## config.mk

```make
export PLATFORM = sky130hd
export DESIGN_NAME = pwm_command_frame_decoder
export DESIGN_NICKNAME = d
export VERILOG_FILES = /design/src/hw/rtl/pcfd_pkg.sv /design/src/hw/rtl/pcfd_frame_capture.sv /design/src/hw/rtl/pcfd_cmd_decode.sv /design/src/hw/rtl/pwm_command_frame_decoder.sv
export SDC_FILE = /design/constraint.sdc
export NUM_CORES = 1
export LEC_CHECK = 0
export BUFFER_PORTS_ARGS = -buffer_cell sky130_fd_sc_hd__buf_2
export CAP_MARGIN = 40
export CORE_ASPECT_RATIO = 1.1
export CORE_MARGIN = 2
export CORE_UTILIZATION = 55
export CTS_CLUSTER_SIZE = 14
export DETAILED_ROUTE_END_ITERATION = 7
export PLACE_DENSITY_LB_ADDON = 0.15
export SLEW_MARGIN = 30
export SYNTH_ARGS = -nofsm -noshare
export SYNTH_HDL_FRONTEND = slang
export SYNTH_SLANG_ARGS = --single-unit
```

## constraint.sdc

```tcl
create_clock -name clk -period 3.3 [get_ports clk]
set_input_delay 0 -clock clk [delete_from_list [all_inputs] [get_ports clk]]
set_output_delay 0 -clock clk [all_outputs]
set_load 0.1 [all_outputs]
```

## src/hw/rtl/pcfd_pkg.sv

```systemverilog
// ----------------------------------------------------------------------------
// pcfd_pkg
// Shared types and constants for the PWM command frame decoder.
// ----------------------------------------------------------------------------
package pcfd_pkg;

    localparam int unsigned FRAME_LEN = 8;
    localparam int unsigned POS_W     = $clog2(FRAME_LEN);
    localparam int unsigned HDR_BYTES = 4;

    localparam logic [7:0] CHAR_CR = 8'd13;

    // Command letters
    localparam logic [7:0] CMD_BIMORPH = 8'h42; // 'B'
    localparam logic [7:0] CMD_MIRROR  = 8'h4D; // 'M'
    localparam logic [7:0] CMD_LASER   = 8'h4C; // 'L'
    localparam logic [7:0] CMD_P       = 8'h50;
    localparam logic [7:0] CMD_U       = 8'h55;
    localparam logic [7:0] CMD_D       = 8'h44;
    localparam logic [7:0] CMD_R       = 8'h52;
    localparam logic [7:0] CMD_V       = 8'h56;
    localparam logic [7:0] CMD_G       = 8'h47;
    localparam logic [7:0] CMD_H       = 8'h48;
    localparam logic [7:0] CMD_K       = 8'h4B;
    localparam logic [7:0] CMD_E       = 8'h45;
    localparam logic [7:0] CMD_F       = 8'h46;
    localparam logic [7:0] CMD_O       = 8'h4F;

    // Bimorph channel address range
    localparam logic [7:0] BIMORPH_ADDR_FIRST = 8'd1;
    localparam logic [7:0] BIMORPH_ADDR_LAST  = 8'd4;

    typedef enum logic [1:0] {
        STATUS_OK      = 2'd0,
        STATUS_UNKNOWN = 2'd1,
        STATUS_FRAMING = 2'd2
    } status_t;

    localparam logic [2:0] TARGET_NONE   = 3'd0;
    localparam logic [2:0] TARGET_MIRROR = 3'd5;
    localparam logic [2:0] TARGET_LASER  = 3'd6;

    // Completed frame handed from capture to decode
    typedef struct packed {
        logic [7:0]  letter;
        logic [7:0]  addr;
        logic [15:0] pulse;
        logic        term_ok;
    } frame_t;

endpackage

```

## src/hw/rtl/pcfd_frame_capture.sv

```systemverilog
// ----------------------------------------------------------------------------
// pcfd_frame_capture
// Byte position counter, header byte store and completed-frame register.
// ----------------------------------------------------------------------------
module pcfd_frame_capture
    import pcfd_pkg::*;
(
    input  logic       clk,
    input  logic       rst_n,
    input  logic       rx_valid,
    output logic       rx_ready,
    input  logic [7:0] rx_byte,
    output logic       frame_valid,
    input  logic       frame_ready,
    output frame_t     frame
);

    localparam logic [POS_W-1:0] LAST_POS = POS_W'(FRAME_LEN - 1);

    logic [POS_W-1:0] pos_reg, pos_next;
    logic [7:0]       hdr_reg [HDR_BYTES];
    logic             frame_valid_reg, frame_valid_next;
    frame_t           frame_reg;
    logic             rx_beat;
    logic             last_byte;

    assign last_byte = (pos_reg == LAST_POS);
    // Only the terminating beat needs room in the frame register
    assign rx_ready  = !last_byte || !frame_valid_reg || frame_ready;
    assign rx_beat   = rx_valid && rx_ready;

    always_comb
    begin
        pos_next = pos_reg;
        if (rx_beat)
        begin
            pos_next = last_byte ? '0 : pos_reg + 1'b1;
        end
        frame_valid_next = frame_valid_reg;
        if (frame_ready)
        begin
            frame_valid_next = 1'b0;
        end
        if (rx_beat && last_byte)
        begin
            frame_valid_next = 1'b1;
        end
    end

    always_ff @(posedge clk or negedge rst_n)
    begin
        if (!rst_n)
        begin
            pos_reg         <= '0;
            frame_valid_reg <= 1'b0;
        end
        else
        begin
            pos_reg         <= pos_next;
            frame_valid_reg <= frame_valid_next;
        end
    end

    // Header bytes, each written at its own position
    always_ff @(posedge clk)
    begin
        for (int i = 0; i < HDR_BYTES; i++)
        begin
            if (rx_beat && (pos_reg == POS_W'(i)))
            begin
                hdr_reg[i] <= rx_byte;
            end
        end
    end

    always_ff @(posedge clk)
    begin
        if (rx_beat && last_byte)
        begin
            frame_reg.letter  <= hdr_reg[0];
            frame_reg.addr    <= hdr_reg[1];
            frame_reg.pulse   <= {hdr_reg[2], hdr_reg[3]};
            frame_reg.term_ok <= (rx_byte == CHAR_CR);
        end
    end

    assign frame_valid = frame_valid_reg;
    assign frame       = frame_reg;

endmodule

```

## src/hw/rtl/pcfd_cmd_decode.sv

```systemverilog
// ----------------------------------------------------------------------------
// pcfd_cmd_decode
// Command decode of a completed frame into the result register.
// ----------------------------------------------------------------------------
module pcfd_cmd_decode
    import pcfd_pkg::*;
(
    input  logic        clk,
    input  logic        rst_n,
    input  logic        frame_valid,
    output logic        frame_ready,
    input  frame_t      frame,
    output logic        res_valid,
    input  logic        res_ready,
    output logic [1:0]  status,
    output logic [2:0]  write_target,
    output logic [15:0] write_value,
    output logic [7:0]  command_letter
);

    logic        res_valid_reg, res_valid_next;
    status_t     status_reg, status_next;
    logic [2:0]  target_reg, target_next;
    logic [15:0] value_reg, value_next;
    logic [7:0]  letter_reg;
    logic        noop;
    logic        load;

    always_comb
    begin
        unique case (frame.letter)
            CMD_P, CMD_U, CMD_D, CMD_R, CMD_V, CMD_G,
            CMD_H, CMD_K, CMD_E, CMD_F, CMD_O: noop = 1'b1;
            default:                           noop = 1'b0;
        endcase
    end

    always_comb
    begin
        status_next = STATUS_OK;
        target_next = TARGET_NONE;
        value_next  = '0;
        priority if (!frame.term_ok)
        begin
            status_next = STATUS_FRAMING;
        end
        else if (frame.letter == CMD_BIMORPH)
        begin
            if (frame.addr >= BIMORPH_ADDR_FIRST && frame.addr <= BIMORPH_ADDR_LAST)
            begin
                target_next = frame.addr[2:0];
                value_next  = frame.pulse;
            end
        end
        else if (frame.letter == CMD_MIRROR)
        begin
            target_next = TARGET_MIRROR;
            value_next  = frame.pulse;
        end
        else if (frame.letter == CMD_LASER)
        begin
            target_next = TARGET_LASER;
            value_next  = frame.pulse;
        end
        else
        begin
            if (!noop)
            begin
                status_next = STATUS_UNKNOWN;
            end
        end
    end

    assign frame_ready = !res_valid_reg || res_ready;
    assign load        = frame_valid && frame_ready;

    always_comb
    begin
        res_valid_next = res_valid_reg;
        if (res_ready)
        begin
            res_valid_next = 1'b0;
        end
        if (load)
        begin
            res_valid_next = 1'b1;
        end
    end

    always_ff @(posedge clk or negedge rst_n)
    begin
        if (!rst_n)
        begin
            res_valid_reg <= 1'b0;
        end
        else
        begin
            res_valid_reg <= res_valid_next;
        end
    end

    always_ff @(posedge clk)
    begin
        if (load)
        begin
            status_reg <= status_next;
            target_reg <= target_next;
            value_reg  <= value_next;
            letter_reg <= frame.letter;
        end
    end

    assign res_valid      = res_valid_reg;
    assign status         = status_reg;
    assign write_target   = target_reg;
    assign write_value    = value_reg;
    assign command_letter = letter_reg;

endmodule

```

## src/hw/rtl/pwm_command_frame_decoder.sv

```systemverilog
// ----------------------------------------------------------------------------
// pwm_command_frame_decoder
// Groups received bytes into 8-byte command frames and decodes PWM writes.
// ----------------------------------------------------------------------------
// Throughput: one byte per cycle, sustained, with the result side ready.
// Result path: the terminating (eighth) byte beat fills the frame register,
//   whose frame is then decoded into the result register.
// Reset (rst_n, async, active low): byte position to 0, no frame or result
//   pending. Header byte store is not reset; every frame rewrites it.
// ----------------------------------------------------------------------------
module pwm_command_frame_decoder
    import pcfd_pkg::*;
(
    input  logic        clk,
    input  logic        rst_n,
    // received byte beats
    input  logic        rx_valid,
    output logic        rx_ready,
    input  logic [7:0]  rx_byte,
    // one result beat per completed frame
    output logic        res_valid,
    input  logic        res_ready,
    output logic [1:0]  status,
    output logic [2:0]  write_target,
    output logic [15:0] write_value,
    output logic [7:0]  command_letter
);

    // Completed frame, between capture and decode
    logic   frame_valid;
    logic   frame_ready;
    frame_t frame;

    // Position counter and header capture. Bytes 0..3 go to the header
    // store; bytes 4..6 are dropped; the eighth beat copies the header and
    // the terminator check into the frame register, so the next frame may
    // start at once while this one waits for decode.
    pcfd_frame_capture u_capture
    (
        .clk         (clk),
        .rst_n       (rst_n),
        .rx_valid    (rx_valid),
        .rx_ready    (rx_ready),
        .rx_byte     (rx_byte),
        .frame_valid (frame_valid),
        .frame_ready (frame_ready),
        .frame       (frame)
    );

    // Letter and address decode into the result register. A missing
    // carriage return takes priority over any command decode.
    pcfd_cmd_decode u_decode
    (
        .clk            (clk),
        .rst_n          (rst_n),
        .frame_valid    (frame_valid),
        .frame_ready    (frame_ready),
        .frame          (frame),
        .res_valid      (res_valid),
        .res_ready      (res_ready),
        .status         (status),
        .write_target   (write_target),
        .write_value    (write_value),
        .command_letter (command_letter)
    );

endmodule

```

==> summary.txt <==
RR Endpoint: u_capture.frame[24]
Sequential area share after synthesis: 0.846
Commonest non-fill, non-tap cells in the layout: 94 x edfxtp_1, 42 x buf_2, 24 x nor2_1, 23 x nand2_1, 13 x dlygate4sd3_1
DR pass1 iterations: 5
Total power: 0.00276 W
Core area: 0.00616 mm2
PwrDens: 665 mW/mm2
Final period util: 0.639
HP Class: reg2reg
Post-Synth Simple-Gate Area: 0.0869
Largest area contributor in the netlist: edfxtp_1
Initial DRC Count: 102
DP HPWL: 3260 um
Mapped Area: 0.00348 mm2
Largest register FFs: 33
Status: finished clean
Critical path, cell by cell: ha_1 -> ha_1 -> nand4b_1 -> nand2_1 -> nor2_4 -> buf_16
Postcts setup bufs: 0
Gr usage total: 0.162
Vias/cell: 5.06
Final hold violation count: 0
Largest net degree at the start of global routing: 34
Final wirelength: 5160 um
CP endpoint kind: flip-flop
DP Worst Slack: 0.974 ns
Seq pwr share: 0.575
First-pass GRT wire length: 8010 um
Routed len/inst: 14.8 um
Post-synthesis mux area share: 0.00323
Leakage: 1.41 nW
ANT nets after route: 0
Critical Path AT: 2.16 ns
Initial Util: 0.566
FP Rows: 30
Nets: 282
DRC viols: 0
Mean Syn Cell Area: 18.0 um2
Hold path endpoint: u_capture.frame[8]
Internal power: 0.00194 W
Clock Path Buffers: 2
Req. time, crit path: 3.35 ns
Register area: 0.00295 mm2
RSZ-0062 raised after global routing: false
Later-pin clock latency in the skew report: 0.35 ns
Die Span X: 79.9 um
Worst Clk Skew: 0.00959 ns
Area of the multi-input gates: 498 um2
Register-to-Register Path Depth: 6
Min Tclk post-route: 2.11 ns
CP max stage delay: 0.42 ns
I/O pin total: 43
Post-route setup slack: 1.19 ns
Top_reg_cell synth: edfxtp_1
Synth top area cells: edfxtp_1 81%, dfrtp_1 3.6%, nor2_1 2.7%
Clock transition at path regs: 0.08 ns
H-tree depth: 3
Clk pwr share: 0.242
Fillers: 433
Post-Syn Instances: 194
Via Count: 1767
Setup slack, reg-to-reg: 1.19 ns
CTS Root Cell: clkbuf_8
Yosys Warn Count: 0
Yosys top cell area share: 0.810
Post-Synth Adder-Cell Area: 0.0215
Share of cells above drive strength 1: 0.249
Slew HR: 0.672
CP max stage cell: dfrtp_1
Worst setup path class: reg2reg
Slew Limit Fails: 0
Fin Setup TNS: 0 ns
Share of synthesized registers carrying an async set or reset: 0.0505
Die area: 0.00699 mm2
Antenna violations before repair: 0
Syn Nets: 212
Sw frac: 0.300
Main combinational cell family by area after synthesis: simple AND/OR/NAND/NOR gates
CTS Buf Count: 9
CTS Hold Bufs: 13
Combinational fraction of design power: 0.183
P_sw: 0.000828 W
CTS tree: done
Peak supply drop: 0.444 mV
Hold Startpoint: u_capture.hdr_reg[3][7]
Netlist cell types: 27
Beginning of the worst register-to-register path: u_capture.pos_reg[1]
CTS sink count: 99
EDFF count, synth: 94
Vias in the first global route: 1669
Area growth syn-to-layout: 19.2%
Hold depth: 0
FF+latch count, synth: 99
Post-cts resize count: 0
CP most frequent cell: ha_1
Total gr overflow: 0
Chip height: 87.5 um
Commonest non-fill, non-tap cell in the layout: edfxtp_1
Routability cong.: 0.780
Count of final setup violators: 0
CP Max Fanout: 24
Compound-cell area share of the yosys netlist: 0.0266
Ant diodes: 0
XOR/XNOR Fraction of Synth Area: 0.00251
Port-buffer cells: 42
Maxcap violations: 0
Worst setup SP type: flip-flop
Slew at the pin with the worst max-slew slack: 0.496 ns
Max Freq: 475 MHz
==> cells by family (layout without fill, tap and decap cells) <==
group	count (synthesis)	after routing
multiplexers	1	1
AO/OA/AOI/OAI	13	13
flip-flops	99	99
XOR/XNOR	1	1
adder cells (fa/ha/maj)	6	6
AND/OR/NAND/NOR	64	64
buffers and inverters	10	85
==> final cells by class <==
| cell class | instances | share of cell area |
|---|---|---|
| Clock inverter | 4 | 0.00663 |
| Inverter | 8 | 0.00723 |
| Multi-Input combinational cell | 85 | 0.120 |
| Tap cell | 80 | 0.0241 |
| Sequential cell | 99 | 0.710 |
| Clock buffer | 12 | 0.0349 |
| Timing Repair Buffer | 61 | 0.0976 |
==> critical path: cells and delay by family (launching register included) <==
family        cells  cell delay [ns]
simple gates      3             0.73
fa+ha+maj         2             0.43
flops             1             0.42
buf+inv           1             0.22
==> worst max-delay path by stage <==
stage                                    start                       to  slack (ns)  cells past startpoint
after floorplan             u_decode.res_valid  u_capture.hdr_reg[2][0]        0.05                      3
after global placement    u_capture.pos_reg[0]      u_capture.frame[18]        1.03                      5
after detailed placement  u_capture.pos_reg[0]      u_capture.frame[17]        0.97                      5
after CTS                 u_capture.pos_reg[1]      u_capture.frame[19]        0.97                      5
after global routing      u_capture.pos_reg[1]       u_capture.frame[0]        1.08                      6
final                     u_capture.pos_reg[1]      u_capture.frame[24]        1.19                      6
==> synth_stat cells, drive strengths merged, types with 3 or more instances <==
master and count:
a21oi 5, dfrtp 5, edfxtp 94, ha 6, inv 8, nand2 23, nor2 25, nor3b 4
o21ai 3
==> metal layers <==
metal,vias up,GRT usage,share of wire
li1,857,-,-
met1,855,0.203,0.43
met2,48,0.261,0.51
met3,7,0.0394,0.050
met4,0,0.0878,0.014
met5,-,0,0
==> power groups by stage <==
stage / Combinational, W / Clock, W / Sequential, W
detailed placement: 0.000484 / 0 / 0.00162
global placement: 0.000479 / 0 / 0.00161
floorplan: 0.000125 / 0 / 0.00187
global route: 0.000542 / 0.000738 / 0.00160
finish: 0.000505 / 0.000670 / 0.00159
CTS: 0.000498 / 0.000689 / 0.00159
==> per-stage QoR <==
step	util	hold slack (ns)	cells	instance area, um2
final	0.675	0.423	349	4150
after detailed placement	0.620	-0.179	318	3820
after global routing	0.675	0.433	349	4150
after floorplan	-	-0.296	194	3490
after CTS	0.669	0.425	347	4120
after global placement	0.620	-0.181	318	3820
Power figures use the tool's default switching activity.
